==> src/rtl/uart_rb_pkg.sv <==
`timescale 1ns / 1ps
package uart_rb_pkg;

	localparam int RX_DEPTH_DEF = 128;
	localparam int TX_DEPTH_DEF = 128;

	localparam logic [7:0] ERR_MASK = 8'h18;

	typedef enum logic [2:0] {
		CMD_RX_CHAR    = 3'd0,
		CMD_TX_DONE    = 3'd1,
		CMD_HOST_WRITE = 3'd2,
		CMD_HOST_READ  = 3'd3,
		CMD_CLEAR_RX   = 3'd4
	} cmd_t;

	typedef struct packed {
		logic push;
		logic pop;
		logic clear;
	} ring_ctrl_t;

	typedef struct packed {
		logic empty;
		logic full;
	} ring_stat_t;

endpackage

==> src/rtl/uart_rb_ring.sv <==
`timescale 1ns / 1ps
module uart_rb_ring import uart_rb_pkg::*; #(
	parameter int DEPTH = RX_DEPTH_DEF
) (
	input  logic       clk,
	input  logic       arst_n,
	input  ring_ctrl_t ctrl,
	input  logic [7:0] wr_data,
	output logic [7:0] rd_data,
	output ring_stat_t stat
);

	localparam int AW = (DEPTH > 1) ? $clog2(DEPTH) : 1;

	logic [7:0]    mem [DEPTH];
	logic [AW-1:0] head_q;
	logic [AW-1:0] tail_q;
	logic [AW-1:0] head_nxt;
	logic [AW-1:0] tail_nxt;
	logic [7:0]    rd_data_q;
	logic          do_push;
	logic          do_pop;

	function automatic logic [AW-1:0] bump(input logic [AW-1:0] p);
		return (p == AW'(DEPTH - 1)) ? '0 : p + AW'(1);
	endfunction

	assign head_nxt   = bump(head_q);
	assign tail_nxt   = bump(tail_q);
	assign stat.empty = (head_q == tail_q);
	assign stat.full  = (head_nxt == tail_q);
	assign do_push    = ctrl.push && !stat.full;
	assign do_pop     = ctrl.pop && !stat.empty;
	assign rd_data    = rd_data_q;

	always_ff @(posedge clk or negedge arst_n) begin
		if (!arst_n) begin
			head_q <= '0;
			tail_q <= '0;
		end else if (ctrl.clear) begin
			head_q <= '0;
			tail_q <= '0;
		end else begin
			if (do_push) begin
				head_q <= head_nxt;
			end
			if (do_pop) begin
				tail_q <= tail_nxt;
			end
		end
	end

	always_ff @(posedge clk) begin
		if (do_push) begin
			mem[head_q] <= wr_data;
		end
		if (do_pop) begin
			rd_data_q <= mem[tail_q];
		end
	end

endmodule

==> src/rtl/uart_rx_tx_ring_buffers.sv <==
`timescale 1ns / 1ps
// The ring entry is read into the ring's read register when a request is accepted,
// and the result is then registered into the output register.
// A new request is not taken while a result is pending or held at the output.
// Reset: both rings empty, transmitter marked busy; ring contents not cleared.
module uart_rx_tx_ring_buffers import uart_rb_pkg::*; #(
	parameter int RX_DEPTH = RX_DEPTH_DEF,
	parameter int TX_DEPTH = TX_DEPTH_DEF
) (
	input  logic        clk,
	input  logic        arst_n,
	input  logic        s_tvalid,
	output logic        s_tready,
	input  logic [23:0] s_tdata,  // cmd[2:0], data_byte[10:3], rx_status[18:11], zero
	output logic        m_tvalid,
	input  logic        m_tready,
	output logic [23:0] m_tdata   // tx_valid[0], tx_byte[8:1], read_byte[16:9],
	                              // rx_available[17], zero
);

	logic        s_fire;
	logic [2:0]  cmd;
	logic [7:0]  data_byte;
	logic [7:0]  rx_status;
	ring_ctrl_t  rx_ctrl;
	ring_ctrl_t  tx_ctrl;
	ring_stat_t  rx_stat;
	ring_stat_t  tx_stat;
	logic [7:0]  rx_rd;
	logic [7:0]  tx_rd;
	logic        tx_busy_q;
	logic        pend_q;
	logic        rx_hit_q;
	logic        tx_hit_q;
	logic        direct_q;
	logic [7:0]  direct_byte_q;
	logic        m_valid_q;
	logic [23:0] m_data_q;
	logic        res_tx_valid;
	logic [7:0]  res_tx_byte;
	logic [7:0]  res_read_byte;

	assign cmd       = s_tdata[2:0];
	assign data_byte = s_tdata[10:3];
	assign rx_status = s_tdata[18:11];
	assign s_tready  = !pend_q && (!m_valid_q || m_tready);
	assign s_fire    = s_tvalid && s_tready;
	assign m_tvalid  = m_valid_q;
	assign m_tdata   = m_data_q;

	always_comb begin
		rx_ctrl.push  = s_fire && (cmd == CMD_RX_CHAR) && ((rx_status & ERR_MASK) == 8'h00);
		rx_ctrl.pop   = s_fire && (cmd == CMD_HOST_READ);
		rx_ctrl.clear = s_fire && (cmd == CMD_CLEAR_RX);
		tx_ctrl.push  = s_fire && (cmd == CMD_HOST_WRITE) && tx_busy_q;
		tx_ctrl.pop   = s_fire && (cmd == CMD_TX_DONE);
		tx_ctrl.clear = 1'b0;
	end

	uart_rb_ring #(.DEPTH(RX_DEPTH)) u_rx_ring (
		.clk     (clk),
		.arst_n  (arst_n),
		.ctrl    (rx_ctrl),
		.wr_data (data_byte),
		.rd_data (rx_rd),
		.stat    (rx_stat)
	);

	uart_rb_ring #(.DEPTH(TX_DEPTH)) u_tx_ring (
		.clk     (clk),
		.arst_n  (arst_n),
		.ctrl    (tx_ctrl),
		.wr_data (data_byte),
		.rd_data (tx_rd),
		.stat    (tx_stat)
	);

	always_comb begin
		res_tx_valid  = tx_hit_q || direct_q;
		res_tx_byte   = tx_hit_q ? tx_rd : (direct_q ? direct_byte_q : 8'h00);
		res_read_byte = rx_hit_q ? rx_rd : 8'h00;
	end

	always_ff @(posedge clk or negedge arst_n) begin
		if (!arst_n) begin
			tx_busy_q <= 1'b1;
			pend_q    <= 1'b0;
			rx_hit_q  <= 1'b0;
			tx_hit_q  <= 1'b0;
			direct_q  <= 1'b0;
			m_valid_q <= 1'b0;
		end else begin
			pend_q   <= s_fire;
			rx_hit_q <= rx_ctrl.pop && !rx_stat.empty;
			tx_hit_q <= tx_ctrl.pop && !tx_stat.empty;
			direct_q <= s_fire && (cmd == CMD_HOST_WRITE) && !tx_busy_q;
			if (tx_ctrl.pop && tx_stat.empty) begin
				tx_busy_q <= 1'b0;
			end else if (s_fire && (cmd == CMD_HOST_WRITE)) begin
				tx_busy_q <= 1'b1;
			end
			if (pend_q) begin
				m_valid_q <= 1'b1;
			end else if (m_tready) begin
				m_valid_q <= 1'b0;
			end
		end
	end

	always_ff @(posedge clk) begin
		if (s_fire) begin
			direct_byte_q <= data_byte;
		end
		if (pend_q) begin
			m_data_q <= {6'h00, !rx_stat.empty, res_read_byte, res_tx_byte, res_tx_valid};
		end
	end

`ifndef SYNTHESIS
	a_pend_shows: assert property (@(posedge clk) disable iff (!arst_n)
		pend_q |=> m_tvalid)
		else $error("result not shown after request");

	a_clear_empties: assert property (@(posedge clk) disable iff (!arst_n)
		s_fire && (cmd == CMD_CLEAR_RX) |=> rx_stat.empty)
		else $error("receive ring not empty after clear");

	a_direct_busy: assert property (@(posedge clk) disable iff (!arst_n)
		s_fire && (cmd == CMD_HOST_WRITE) && !tx_busy_q |=> tx_busy_q && tx_stat.empty)
		else $error("direct write did not mark transmitter busy");

	a_no_overrun: assert property (@(posedge clk) disable iff (!arst_n)
		pend_q |-> !s_tready)
		else $error("request taken while previous result pending");
`endif

endmodule

==> config.mk <==
export PLATFORM = sky130hd
export DESIGN_NAME = uart_rx_tx_ring_buffers
export DESIGN_NICKNAME = d
export VERILOG_FILES = /design/src/rtl/uart_rb_pkg.sv /design/src/rtl/uart_rb_ring.sv /design/src/rtl/uart_rx_tx_ring_buffers.sv
export SDC_FILE = /design/constraint.sdc
export NUM_CORES = 2
export LEC_CHECK = 0
export ABC_AREA = 1
export BUFFER_PORTS_ARGS = -buffer_cell sky130_fd_sc_hd__buf_2
export CAP_MARGIN = 40
export CORE_MARGIN = 4
export CORE_UTILIZATION = 41
export DETAILED_ROUTE_END_ITERATION = 16
export PLACE_DENSITY_LB_ADDON = 0.2
export RECOVER_POWER = 100
export SKIP_CTS_REPAIR_TIMING = 1
export SYNTH_ARGS = -nofsm -noshare
export SYNTH_HDL_FRONTEND = slang
export SYNTH_HIERARCHICAL = 1
export SYNTH_SLANG_ARGS = --single-unit
==> constraint.sdc <==
create_clock -name clk -period 3.5 [get_ports clk]
set_clock_uncertainty 0.2 [all_clocks]
set_input_delay 0.175 -clock clk [delete_from_list [all_inputs] [get_ports clk]]
set_output_delay 0.175 -clock clk [all_outputs]
set_load 0.05 [all_outputs]
* Yosys cells after proc, flatten, opt, wreduce, memory -nomap -nowiden
Memories as Yosys holds them, arrays and structs flattened. A register that Yosys moved wholly into a read port is not among the register bits.
Index checks and enable logic that the tools add are counted.
** Storage, ports and cells
- Memory bits (writable) :: 2048
- Bits of input ports :: 28
- Memories :: 2
- Output and inout bits :: 26
- Word-level logic and storage cells :: 79
- Bits in registers :: 60
** Memories
- u_rx_ring.mem :: depth 128, width 8, read ports 1, clocked after memory_dff 1, wr ports 1, RTL line uart_rb_ring.sv:15 : logic [7:0] mem [DEPTH];
- u_tx_ring.mem :: depth 128, width 8, read ports 1, clocked after memory_dff 1, wr ports 1, RTL line uart_rb_ring.sv:15
** Cells by class
- Add/subtract/negate cells :: 4
- Equal/unequal tests :: 12
- Reductions and logical operators :: 30
- Multiplexer cells :: 18
** Operator list (count)
- 2-to-1 mux 7 bit :: 8
- adder 7 x 1 -> 7 bit (second input constant) :: 4
- equality test 7 bit :: 4
- equality test 7 bit (second input constant) :: 4
- 2-to-1 mux 8 bit :: 2
- logical AND 1 bit :: 15
- logical NOT 8 bit :: 1
- 2-to-1 mux 1 bit :: 8
- nonzero test 2 bit :: 4
- logical NOT 1 bit :: 7
- equality test 3 x 2 -> 1 bit (second input constant) :: 2
- equality test 3 x 1 -> 1 bit (second input constant) :: 1
- equality test 3 bit (second input constant) :: 1
- logical NOT 3 bit :: 1
- logical OR 1 bit :: 2

* Longest topological paths before layout
- Depth in word-level cells :: 9
- Depth in mapped cells :: 14
- Depth with buffers taken out :: 12

* By module
Netlist, hierarchy kept.
** Modules (own cells, without submodules)
- uart_rb_ring :: cells an instance 3691, area an instance 42791.0 sq um, instances 2
- uart_rx_tx_ring_buffers :: cells an instance 115, area an instance 1341.3 sq um, instances 1

* Worst setup path after synthesis
No wires, ideal clock.
- Path type :: reg2reg
- From :: register pend_q
- To :: memory u_tx_ring.mem[109][0] (enable)
- Cell stages (with the launch flop) :: 10
- Setup slack :: 598 ps
- Arrival :: 2332 ps
- Setup time :: 370 ps
- Cell sequence :: dfrtp_1 -> inv_1 -> nand3_2 -> buf_6 -> nor3b_2 -> clkbuf_1 -> buf_2 -> nand3_1 -> buf_4 -> nor2_1
** RTL lines
- from (decl) :: RTL line uart_rx_tx_ring_buffers.sv:32 : logic pend_q;
- from (signal assigned) :: RTL line uart_rx_tx_ring_buffers.sv:93 : pend_q <= s_fire;
- to (decl) :: RTL line uart_rb_ring.sv:15

* Worst setup path in the final report
- From :: register u_rx_ring.head_q[0]
- To :: memory u_rx_ring.mem[13][7] (enable)
** On the way
- Cells in the longest elaborated chain, start to end :: 7
- Elaborated cells between the ends (all ways) :: 8
- Classes of those cells :: add/sub (1); eq/ne (2); mux (3); reduce/logical (2)
** RTL lines
- from (decl) :: RTL line uart_rb_ring.sv:16 : logic [AW-1:0] head_q;
- from (signal assigned) :: RTL line uart_rb_ring.sv:45 : head_q <= head_nxt;
- adder 7 x 1 -> 7 bit or equality test 7 bit (tied branches) :: RTL line uart_rb_ring.sv:25 : return (p == AW'(DEPTH - 1)) ? '0 : p + AW'(1);
- 2-to-1 mux 7 bit :: RTL line uart_rb_ring.sv:25
- equality test 7 bit :: RTL line uart_rb_ring.sv:31 : assign stat.full = (head_nxt == tail_q);
- logical NOT 1 bit :: RTL line uart_rb_ring.sv:32 : assign do_push = ctrl.push && !stat.full;
- logical AND 1 bit :: RTL line uart_rb_ring.sv:32
- 2-to-1 mux 1 bit :: RTL line uart_rb_ring.sv:54 : if (do_push) begin
- 2-to-1 mux 1 bit (implied by the code) :: RTL line uart_rb_ring.sv:55 : mem[head_q] <= wr_data;
- to (decl) :: RTL line uart_rb_ring.sv:15
Parallel ways exist; a longest one is shown, timed or not.

==> reports/metrics.yaml <==
outcome:
  outcome: "finished, violations left"
  violations: "max-capacitance violations, max-slew violations"
placement:
  hpwl_um: 138000
  portBuffers: 36
  dp_slack_ns: 0.228
  gp_congestion: 0.896
floorplanning:
  die-height_um: 468
  fp.dieArea_um2: 219000
  coreArea_um2: 210000
  floorplan.rows: 168
  starting_density_of_the_core_pct: 41.3
  die-width_um: 468
  boundaryPins: 54
route:
  firstDrtPassIters: 6
  drc_errors: 0
  drt-initial-drc-count: 5054
  post_drt_via_cell_ratio: 5.34
  dr_total_vias: 56500
  postRouteAntennaNets: 0
  route.final.wire_length_um: 235000
  drt-wirelength-per-cell_um: 22.2
cts:
  numCtsBuffers: 210
  root_buffer: "sky130_fd_sc_hd__clkbuf_16"
  cts_buffer_depth: 3
  worst_setup_hold_path_clk_slew_ns: 0.07
  clock-sinks: 2124
  cts_max_level: 4
  clk-insertion-delay-late_ns: 0.83
  cts_tree: "yes"
timing:
  finalCritPeriodShare_pct: 97.8
  fin_setup_tns_ns: 0
  hold_slack_ns: 0.289
  rsz0062_at_grt: "no"
  fmaxAchievable_mhz: 292
  final_hold_viol_count: 0
  slew_headroom_pct: -86.8
  tightestPinTransition_ns: 2.80
  final-setup-viol-count: 0
  final_worst_setup_slack_ns: 0.0753
  layout_min_cycle_time_ns: 3.42
  timing_max_transition_violations_final: 598
critical_path:
  critical_path.startpoint: "u_rx_ring/head_q[0]$_DFFE_PN0P_"
  cp_max_fo: 16
  setup.worst_path.start_class: "flop"
  signal_arrival_time_at_the_worst_endpoint_ns: 3.77
  timing.critical_path.to_type: "flop"
  worstReg2RegStart: "u_rx_ring/head_q[0]$_DFFE_PN0P_"
  crit_required_ns: 3.84
  crit_path_top_delay_cell: "sky130_fd_sc_hd__dfrtp_1"
  crit_path_cell_trace: "ha_1, nand2_1, nor2_2, nand2_2, nand3_1, nand2_1, nor2_1, nand4_2, nand3_1, buf_2, nor2_1, clkbuf_2"
  setup.worst_path.class: "reg2reg"
  critical_path.max_stage_delay_ns: 0.50
global_routing:
  grt_use_met1_pct: 28.4
  grt_max_degree: 173
  grt_pass1_wl_um: 349000
  grtUsageMet2_pct: 35.6
  grt_pass1_vias: 54300
  grt.overflow.total: 0
  antenna_found_initial: 4
  gr-usage-met3_pct: 3.05
  gr-usage-all-layers_pct: 21.1
  gr-max-usage-layer: "met2"
synth:
  synth_area_um2: 86900
  synth.yosys.warnings: 6
  synthesis.instances: 7495
  postSynthAreaPerCell_um2: 11.6
power:
  cellLeakagePower_uw: 0.0344
  power_density_nw_per_um2: 635
  irDropWorstVdd_mv: 0.535
  report.power.total_uw: 62100
hold_path:
  min_from: "s_tdata[0]"
  min-delay-path-class: "in2reg"
final_layout:
  final.fill_count: 19100
  final_layout_size_suffix_gt1_share_pct: 7.99
  areaGrowthSynthToFinish_pct: 12.6
  layout.nets: 7647
  multiInputGateArea_um2: 20800
  ff_latch_area_um2: 63600
job:
  number_of_max_capacitance_violations_reported: 9
[sequential cells by signal (all words and copies together) (netlist names)]
register / count
u_rx_ring/mem: 1024
u_tx_ring/mem: 1024
m_tdata: 18
direct_byte_q: 8
u_rx_ring/rd_data: 8
u_tx_ring/rd_data: 8
u_rx_ring/head_q: 7
u_rx_ring/tail_q: 7
u_tx_ring/head_q: 7
u_tx_ring/tail_q: 7
direct_q: 1
m_tvalid: 1
pend_q: 1
rx_hit_q: 1
tx_busy_q: 1
tx_hit_q: 1
[per-layer routing]
layer | share of wire (%) | routed length (um)
met5 | 0 | 0
met1 | 42 | 99100
met3 | 5.6 | 13200
met2 | 49 | 116000
met4 | 3.0 | 7060
[area by class of cell]
class | count | area share, %
antenna | 2 | 0.00511
clock buffer | 265 | 5.74
clock inverter | 113 | 0.947
inverter | 85 | 0.357
multi-input combinational | 4807 | 21.2
sequential | 2124 | 65.0
tap | 2805 | 3.59
timing repair buffer | 387 | 3.10
[where the power goes]
group / internal, uW / switching [uW]
clock network: 12200 / 9450
registers: 28100 / 196
logic: 3390 / 8800
[cell usage in the layout (no fill, tap or decap), types with 3 or more instances in the layout]
cell                            count
sky130_fd_sc_hd__nand2_1         2338
sky130_fd_sc_hd__inv_8              3
sky130_fd_sc_hd__buf_2             27
sky130_fd_sc_hd__clkbuf_1         102
sky130_fd_sc_hd__edfxtp_1        2090
sky130_fd_sc_hd__xor2_1             8
sky130_fd_sc_hd__bufinv_16         13
sky130_fd_sc_hd__clkinv_1          55
sky130_fd_sc_hd__o21ai_0           78
sky130_fd_sc_hd__nand2_2            4
sky130_fd_sc_hd__nor2_1           437
sky130_fd_sc_hd__nand3_1         1801
sky130_fd_sc_hd__xnor2_1            4
sky130_fd_sc_hd__clkbuf_2         129
sky130_fd_sc_hd__clkinv_8           4
sky130_fd_sc_hd__clkbuf_16        216
sky130_fd_sc_hd__dfrtp_4            5
sky130_fd_sc_hd__nand3b_1           3
sky130_fd_sc_hd__buf_12            51
sky130_fd_sc_hd__nand4_1           24
sky130_fd_sc_hd__dfrtp_1           26
sky130_fd_sc_hd__inv_6              4
sky130_fd_sc_hd__clkinv_2          37
sky130_fd_sc_hd__or2_2              3
sky130_fd_sc_hd__o22ai_1           32
sky130_fd_sc_hd__nor3_1            12
sky130_fd_sc_hd__ha_1               4
sky130_fd_sc_hd__inv_1             71
sky130_fd_sc_hd__clkinvlp_4         5
sky130_fd_sc_hd__inv_4              3
sky130_fd_sc_hd__clkbuf_4          13
sky130_fd_sc_hd__clkbuf_8           4
sky130_fd_sc_hd__a21oi_1           36
sky130_fd_sc_hd__dlygate4sd3_1     23
sky130_fd_sc_hd__conb_1            10
sky130_fd_sc_hd__nor2_2             3
sky130_fd_sc_hd__buf_4             84
[metrics by stage]
| stage | instances | cell area (um2) | utilization, % |
|---|---|---|---|
| 6_report | 10600 | 97900 | 46.6 |
| 5_1_grt | 10600 | 97900 | 46.6 |
| 4_1_cts | 10600 | 98400 | 46.8 |
| 3_5_place_dp | 10200 | 91900 | 43.7 |
| 3_3_place_gp | 10200 | 91800 | 43.7 |
| 2_1_floorplan | 7504 | 86900 | - |
[critical path: cells and delay by family, from the launching register on]
kind	cells	cell delay [ns]
DFF	1	0.50
adders and majority gates	1	0.28
buffers and inverters	2	0.70
and+or+nand+nor	9	1.41
[final timing paths]
path | endpoint | slack, ns | cells after the start
setup reg to reg | u_rx_ring/mem[13][7]$_DFFE_PP_ | 0.08 | 12
min in group asynchronous | m_tvalid$_DFFE_PN0P_ | 0.37 | 3
max in group asynchronous | u_rx_ring/tail_q[0]$_DFFE_PN0P_ | 0.34 | 4
setup / recovery | u_rx_ring/mem[13][7]$_DFFE_PP_ | 0.08 | 12
hold / removal | tx_busy_q$_DFFE_PN1P_ | 0.29 | 5
hold reg to reg | m_tdata[11]$_SDFFCE_PN0P_ | 0.32 | 2
No activity file was read; power rests on OpenSTA's default activity.
